[config.mk]
export PLATFORM = sky130hd
export DESIGN_NAME = text_cursor_glyph_placer_top
export DESIGN_NICKNAME = d
export VERILOG_FILES = /design/src/design/tcgp_pkg.sv /design/src/design/text_cursor_glyph_placer_top.sv
export SDC_FILE = /design/constraint.sdc
export NUM_CORES = 1
export LEC_CHECK = 0
export BUFFER_PORTS_ARGS = -buffer_cell sky130_fd_sc_hd__buf_2
export CAP_MARGIN = 0
export CORE_MARGIN = 2
export CORE_UTILIZATION = 36
export DETAILED_ROUTE_END_ITERATION = 6
export SLEW_MARGIN = 0
export SYNTH_ARGS = -nofsm -noshare
export SYNTH_HDL_FRONTEND = slang
export SYNTH_SLANG_ARGS = --single-unit
export TNS_END_PERCENT = 50
[constraint.sdc]
create_clock -name clk_i -period 3.2 [get_ports clk_i]
set_input_delay 0 -clock clk_i [delete_from_list [all_inputs] [get_ports clk_i]]
set_output_delay 0 -clock clk_i [all_outputs]
set_load 0.01 [all_outputs]
[src/design/tcgp_pkg.sv]
package tcgp_pkg;

  // Request codes
  localparam logic REQ_TEXT   = 1'b0;
  localparam logic REQ_CURSOR = 1'b1;

  // Character codes the placer reacts to
  localparam logic [7:0] CHAR_NUL     = 8'h00;
  localparam logic [7:0] CHAR_NL      = 8'h0A;
  localparam logic [7:0] CHAR_SPACE   = 8'h20;
  localparam logic [7:0] CHAR_DIGIT0  = 8'h30;
  localparam logic [7:0] CHAR_C_UPPER = 8'h43;
  localparam logic [7:0] CHAR_C_LOWER = 8'h63;
  localparam logic [7:0] CHAR_TILDE   = 8'h7E;

  // Pixel offset of the grid origin
  localparam logic [9:0] PIX_OFFSET_X = 10'd16;
  localparam logic [7:0] PIX_OFFSET_Y = 8'd16;

  // Escape sequence phase
  typedef enum logic [2:0] {
    PH_IDLE  = 3'd0,
    PH_TILDE = 3'd1,
    PH_D1    = 3'd2,
    PH_D2    = 3'd3,
    PH_D3    = 3'd4
  } phase_e;

  // Input word
  typedef struct packed {
    logic        req_type;
    logic [7:0]  text_byte;
    logic [6:0]  set_column;
    logic [4:0]  set_row;
    logic [28:0] set_color;
  } req_t;

  // Result word
  typedef struct packed {
    logic [9:0]  draw_x;
    logic [7:0]  draw_y;
    logic [7:0]  glyph;
    logic [28:0] draw_color;
  } rsp_t;

endpackage

[src/design/text_cursor_glyph_placer_top.sv]
// Text cursor glyph placer.
//
// Input channel (in_valid_i / in_stall_o / in_data_i) takes one word per
// cycle while in_stall_o is low: either a text byte or a set-cursor request
// that loads column, row and color. Text bytes move a cursor over the character
// grid and run the "~c"/"~C" color escape. Only outside an escape and on a
// grid row does a byte other than NUL, NL, space or "~" make one draw word,
// with pixel position, glyph and color, on out_valid_o/out_stall_i/out_data_o.
//
// Throughput is one input word per cycle while in_stall_o is low: the word is
// held in an input register, and the whole cursor update is done from that
// register once the output register is free, writing the output register.
//
// When the receiver stalls, the output register holds its word and the input
// stage keeps accepting until its own register is full; in_stall_o then rises
// only while out_valid_o and out_stall_i are both high.
//
// Reset clears the cursor, color, escape phase, digits and both valid bits.
module text_cursor_glyph_placer_top #(
  parameter int GRID_COLUMNS = 76,
  parameter int GRID_ROWS    = 26
) (
  input  logic          clk_i,
  input  logic          rst_ni,
  input  logic          in_valid_i,
  output logic          in_stall_o,
  input  tcgp_pkg::req_t in_data_i,
  output logic          out_valid_o,
  input  logic          out_stall_i,
  output tcgp_pkg::rsp_t out_data_o
);
  import tcgp_pkg::*;

  localparam logic [6:0] ColLimit = 7'(GRID_COLUMNS);
  localparam logic [4:0] RowLimit = 5'(GRID_ROWS);

  // Input stage
  logic   s1_valid_q;
  req_t   s1_data_q;

  // Cursor state
  logic [6:0]  col_q, col_d;
  logic [4:0]  row_q, row_d;
  logic [28:0] color_q, color_d;
  phase_e      phase_q, phase_d;
  logic [7:0]  dig1_q, dig1_d;
  logic [7:0]  dig2_q, dig2_d;

  // Output stage
  logic  out_valid_q;
  rsp_t  out_data_q;
  rsp_t  draw_word;

  logic       out_free;
  logic       fire;
  logic       draw;
  logic       advance;
  logic       wrap;
  logic [7:0] col_inc;
  logic [7:0] byte_digit;

  assign out_free   = !out_valid_q || !out_stall_i;
  assign fire       = s1_valid_q && out_free;
  assign in_stall_o = s1_valid_q && !out_free;
  assign col_inc    = {1'b0, col_q} + 8'd1;
  assign byte_digit = s1_data_q.text_byte - CHAR_DIGIT0;

  // Input register
  always_ff @(posedge clk_i or negedge rst_ni) begin
    if (!rst_ni) begin
      s1_valid_q <= 1'b0;
    end else if (!in_stall_o) begin
      s1_valid_q <= in_valid_i;
    end
  end

  always_ff @(posedge clk_i) begin
    if (in_valid_i && !in_stall_o) begin
      s1_data_q <= in_data_i;
    end
  end

  // Next cursor state
  always_comb begin
    col_d   = col_q;
    row_d   = row_q;
    color_d = color_q;
    phase_d = phase_q;
    dig1_d  = dig1_q;
    dig2_d  = dig2_q;
    draw    = 1'b0;
    advance = 1'b0;
    wrap    = 1'b0;
    if (fire) begin
      if (s1_data_q.req_type == REQ_CURSOR) begin
        col_d   = s1_data_q.set_column;
        row_d   = s1_data_q.set_row;
        color_d = s1_data_q.set_color;
      end else if (s1_data_q.text_byte == CHAR_NUL) begin
        phase_d = PH_IDLE;
      end else begin
        unique case (phase_q)
          PH_TILDE: begin
            if (s1_data_q.text_byte == CHAR_C_LOWER ||
                s1_data_q.text_byte == CHAR_C_UPPER) begin
              phase_d = PH_D1;
            end else begin
              phase_d = PH_IDLE;
              wrap    = 1'b1;
            end
          end
          PH_D1: begin
            dig1_d  = byte_digit;
            phase_d = PH_D2;
          end
          PH_D2: begin
            dig2_d  = byte_digit;
            phase_d = PH_D3;
          end
          PH_D3: begin
            color_d = {byte_digit, dig2_q, dig1_q, 5'b00000};
            phase_d = PH_IDLE;
            wrap    = 1'b1;
          end
          default: begin
            phase_d = PH_IDLE;
            if (row_q < RowLimit) begin
              priority if (s1_data_q.text_byte == CHAR_SPACE) begin
                advance = 1'b1;
              end else if (s1_data_q.text_byte == CHAR_NL) begin
                col_d = '0;
                row_d = row_q + 5'd1;
              end else if (s1_data_q.text_byte == CHAR_TILDE) begin
                phase_d = PH_TILDE;
              end else begin
                draw    = 1'b1;
                advance = 1'b1;
              end
            end
          end
        endcase
      end

      // Column step and end-of-row wrap
      if (advance) begin
        if (col_inc >= {1'b0, ColLimit}) begin
          col_d = '0;
          row_d = row_q + 5'd1;
        end else begin
          col_d = col_inc[6:0];
        end
      end else if (wrap && col_q >= ColLimit) begin
        col_d = '0;
        row_d = row_q + 5'd1;
      end
    end
  end

  // Draw word from the cursor before the step
  always_comb begin
    draw_word.draw_x     = {col_q, 3'b000} + PIX_OFFSET_X;
    draw_word.draw_y     = {row_q, 3'b000} + PIX_OFFSET_Y;
    draw_word.glyph      = s1_data_q.text_byte;
    draw_word.draw_color = color_q;
  end

  // State registers
  always_ff @(posedge clk_i or negedge rst_ni) begin
    if (!rst_ni) begin
      col_q   <= '0;
      row_q   <= '0;
      color_q <= '0;
      phase_q <= PH_IDLE;
      dig1_q  <= '0;
      dig2_q  <= '0;
    end else begin
      col_q   <= col_d;
      row_q   <= row_d;
      color_q <= color_d;
      phase_q <= phase_d;
      dig1_q  <= dig1_d;
      dig2_q  <= dig2_d;
    end
  end

  // Output register
  always_ff @(posedge clk_i or negedge rst_ni) begin
    if (!rst_ni) begin
      out_valid_q <= 1'b0;
    end else if (out_free) begin
      out_valid_q <= draw;
    end
  end

  always_ff @(posedge clk_i) begin
    if (draw) begin
      out_data_q <= draw_word;
    end
  end

  assign out_valid_o = out_valid_q;
  assign out_data_o  = out_data_q;

endmodule

==> impl_metrics.sql <==
INSERT INTO impl_metrics (metric_group, metric, value, unit) VALUES
('run_status', 'outcome', 'completed', ''),
('drt', 'post_drt_via_cell_ratio', '4.958', ''),
('pwr', 'clock_power_share', '31.8', '%'),
('clock_tree', 'cts.repair.resized', '0', ''),
('synthesis', 'ys.warnings.count', '0', ''),
('critical_path', 'worst_path_largest_cell_delay', '0.63', 'ns'),
('cells_and_area', 'layout.nets', '676', ''),
('cells_and_area', 'num-fill-cells', '1586', ''),
('drt', 'post_detailed_routing_wire_length', '14170', 'um'),
('timing', 'final_hold_violations', '0', ''),
('cells_and_area', 'final-seq-area', '0.004524', 'mm2'),
('pwr', 'internal_power', '4.172', 'mW'),
('synthesis', 'synth.avg_cell_area', '14.30', 'um2'),
('pwr', 'reg_power_share', '49.4', '%'),
('floorplanning', 'die_height', '138.4', 'um'),
('clock_tree', 'insertion_delay', '0.43', 'ns'),
('floorplanning', 'floorplan.initialDensity', '36.46', '%'),
('run', 'maxCapViolCount', '0', ''),
('timing', 'timing.final.crit_share', '88.35', '%'),
('drt', 'first_iter_violations', '225', ''),
('drt', 'post_drt_wl_per_cell', '16.58', 'um'),
('placed_design', 'place.detailed.hpwl', '9310', 'um'),
('global_routing', 'antenna_found_initial', '0', ''),
('critical_path', 'worstPathCellList', 'inv_1 > ha_1 > nor3b_1 > o21a_1 > or4b_4 > nor3_2 > a32oi_1 > o22ai_1', ''),
('cells_and_area', 'area.growth.synth_to_final', '28.10', '%'),
('timing', 'skew', '0.007193', 'ns'),
('drt', 'postRouteAntennaNets', '0', ''),
('clock_tree', 'tritoncts.num_buffers', '17', ''),
('pwr', 'p_sw_share', '29.66', '%'),
('synthesis', 'synth_top_area_share', '45.70', '%'),
('cells_and_area', 'post_route_cells_drive_above_1_share', '24.44', '%'),
('timing', 'slew_headroom', '45.20', '%'),
('pwr', 'vdd_drop_max', '0.0004248', 'V'),
('timing', 'setup_viol_count_final', '0', ''),
('synthesis', 'ys_seq_elements', '161', ''),
('clock_tree', 'clk_slew_on_worst_s_h_paths', '0.06', 'ns'),
('critical_path', 'critPathKind', 'flip-flop to flip-flop', ''),
('timing', 'timing.final.crit_period', '2.827', 'ns'),
('drt', 'count_of_vias_placed_by_the_detailed_router', '4239', ''),
('floorplanning', 'fp.dieArea', '0.01916', 'mm2'),
('synthesis', 'most_common_flop_cell_mapped_by_yosys', 'edfxtp_1', ''),
('critical_path', 'worst-path-max-fanout', '12', ''),
('synthesis', 'ys_top_cells_by_area', 'edfxtp_1 46%, dfrtp_1 24%, mux2i_1 4.2%', ''),
('synthesis', 'synth_cell_types', '58', ''),
('pwr', 'p_leak', '3.490', 'nW'),
('clock_tree', 'postCtsSetupRepairBufs', '0', ''),
('clock_tree', 'cts_htree_levels', '4', ''),
('clock_tree', 'cts_hold_buf', '54', ''),
('timing', 'final_max_slew_viol_count', '0', ''),
('min_path', 'hold_class', 'primary input to async pin', ''),
('critical_path', 'worst-endpoint-required', '3.55', 'ns'),
('synthesis', 'synthMostInstantiatedCell', 'edfxtp_1', ''),
('synthesis', 'synth_area', '0.006505', 'mm2'),
('timing', 'timing.setup.tns', '0', 'ns'),
('clock_tree', 'max-clock-path-buffers', '2', ''),
('cells_and_area', 'antenna_cells_inserted', '0', ''),
('floorplanning', 'floorplan.rows', '49', ''),
('critical_path', 'critical_path.slowest_cell', 'nor3_2', ''),
('timing', 'clock.fmax', '353.7', 'MHz'),
('clock_tree', 'cts_sinks', '161', ''),
('pwr', 'power.net_switching', '1.759', 'mW'),
('synthesis', 'synth_commonest_cells', '99 x edfxtp_1, 62 x dfrtp_1, 40 x nand2_1', ''),
('global_routing', 'largest_net_degree_at_the_start_of_global_routing', '46', ''),
('critical_path', 'arrival', '3.18', 'ns'),
('pwr', 'power.density_cell_area', '711.7', 'mW/mm2'),
('global_routing', 'first_global_vias', '4257', ''),
('clock_tree', 'cts_tree', 'yes', ''),
('placed_design', 'number_of_instances_in_the_placed_design', '769', ''),
('cells_and_area', 'finish.cell_count_without_fillers', '855', ''),
('clock_tree', 'clk_root_buffer_cell', 'clkbuf_16', ''),
('drt', 'drtPass1Iterations', '5', '');
[kinds of logic (layout without fill, tap and decap cells)]
kind of cell	count (synthesis)	in the layout	share of synthesized area (%)
AOI/OAI and AO/OA	92	92	9.944
xor gates and xnor gates	9	9	1.212
adders and majority gates	9	9	1.731
buffers and inverters	46	212	3.347
DFF	161	161	69.55
muxes	41	41	6.578
other	1	6	0.05765
and+or+nand+nor	96	96	7.578
[routing by layer]
metal / vias up / track usage, % / share of wire [%] / routed length [um]
li1: 2013 / - / - / -
met1: 2073 / 19.16 / 44 / 6216
met2: 133 / 24.99 / 50 / 7031
met3: 20 / 4.330 / 5.2 / 731
met4: 0 / 5.747 / 1.4 / 194
met5: - / 0 / 0 / 0
[critical path, delay by kind of cell (launching register included)]
family          cells  cell delay, ns
simple gates        3            1.34
compound gates      3            0.61
flops               1            0.46
fa+ha+maj           1            0.25
buf+inv             1            0.10
[power groups by stage]
stage                     clock, mW  combinational (mW)  sequential (mW)
final                          1.88                1.12             2.93
after global routing           2.01                1.24             2.98
after CTS                      1.92                1.13             2.93
after detailed placement          0                1.07             2.97
after global placement            0                1.03             2.96
after floorplan                   0               0.725             2.93
[layout by cell type (no fill, tap or decap), types with 7 or more instances in the layout]
master           n
a21oi_1          8
buf_2          104
clkbuf_16       17
dfrtp_1         62
dlygate4sd3_1   54
edfxtp_1        99
ha_1             9
inv_1           16
mux2_1          11
mux2i_1         27
nand2_1         40
nand3_1          9
nor2_1          13
o21ai_1         26
xnor2_1          7
[state kept, by name, summed over array words and instances, names as in the netlist]
signal and cells:
col_q 7, out_data_o 49, dig1_q 8, out_valid_o 1, color_q 29, row_q 5, s1_data_q 42, phase_q 3
dig2_q 8, s1_valid_q 1, draw_word 8
[layout make-up]
class,count,area share [%]
multi-input cells,253,21.55
well taps,229,3.438
clock buffers,20,5.360
clock inverters,12,1.216
repair buffers,164,13.42
flip-flops and latches,161,54.29
inverters,16,0.7207
[worst paths after layout]
path	startpoint	endpoint	slack, ns	depth (start not counted)
setup / recovery	draw_word[33]	col_q[4]	0.37	8
hold reg to reg	color_q[3]	out_data_o[3]	0.45	0
min in group clk_i	in_data_i[16]	s1_data_q[16]	0.27	2
max in group asynchronous	rst_ni	col_q[3]	2.12	3
setup reg to reg	draw_word[33]	col_q[4]	0.37	8
hold / removal	rst_ni	color_q[18]	0.15	2
[through the flow]
stage | hold WS, ns | cell area, um2 | setup slack, ns | utilization (%) | power [mW]
after floorplan | -0.2956 | 6524 | 0.4048 | - | 3.652
after global placement | 0.08217 | 7244 | 0.4846 | 40.61 | 3.991
after detailed placement | 0.08668 | 7244 | 0.4025 | 40.61 | 4.040
after CTS | 0.1727 | 8333 | 0.3828 | 46.71 | 5.977
after global routing | 0.2214 | 8333 | 0.1740 | 46.71 | 6.229
final | 0.1547 | 8333 | 0.3729 | 46.71 | 5.931
No activity file was read; power rests on OpenSTA's default activity.
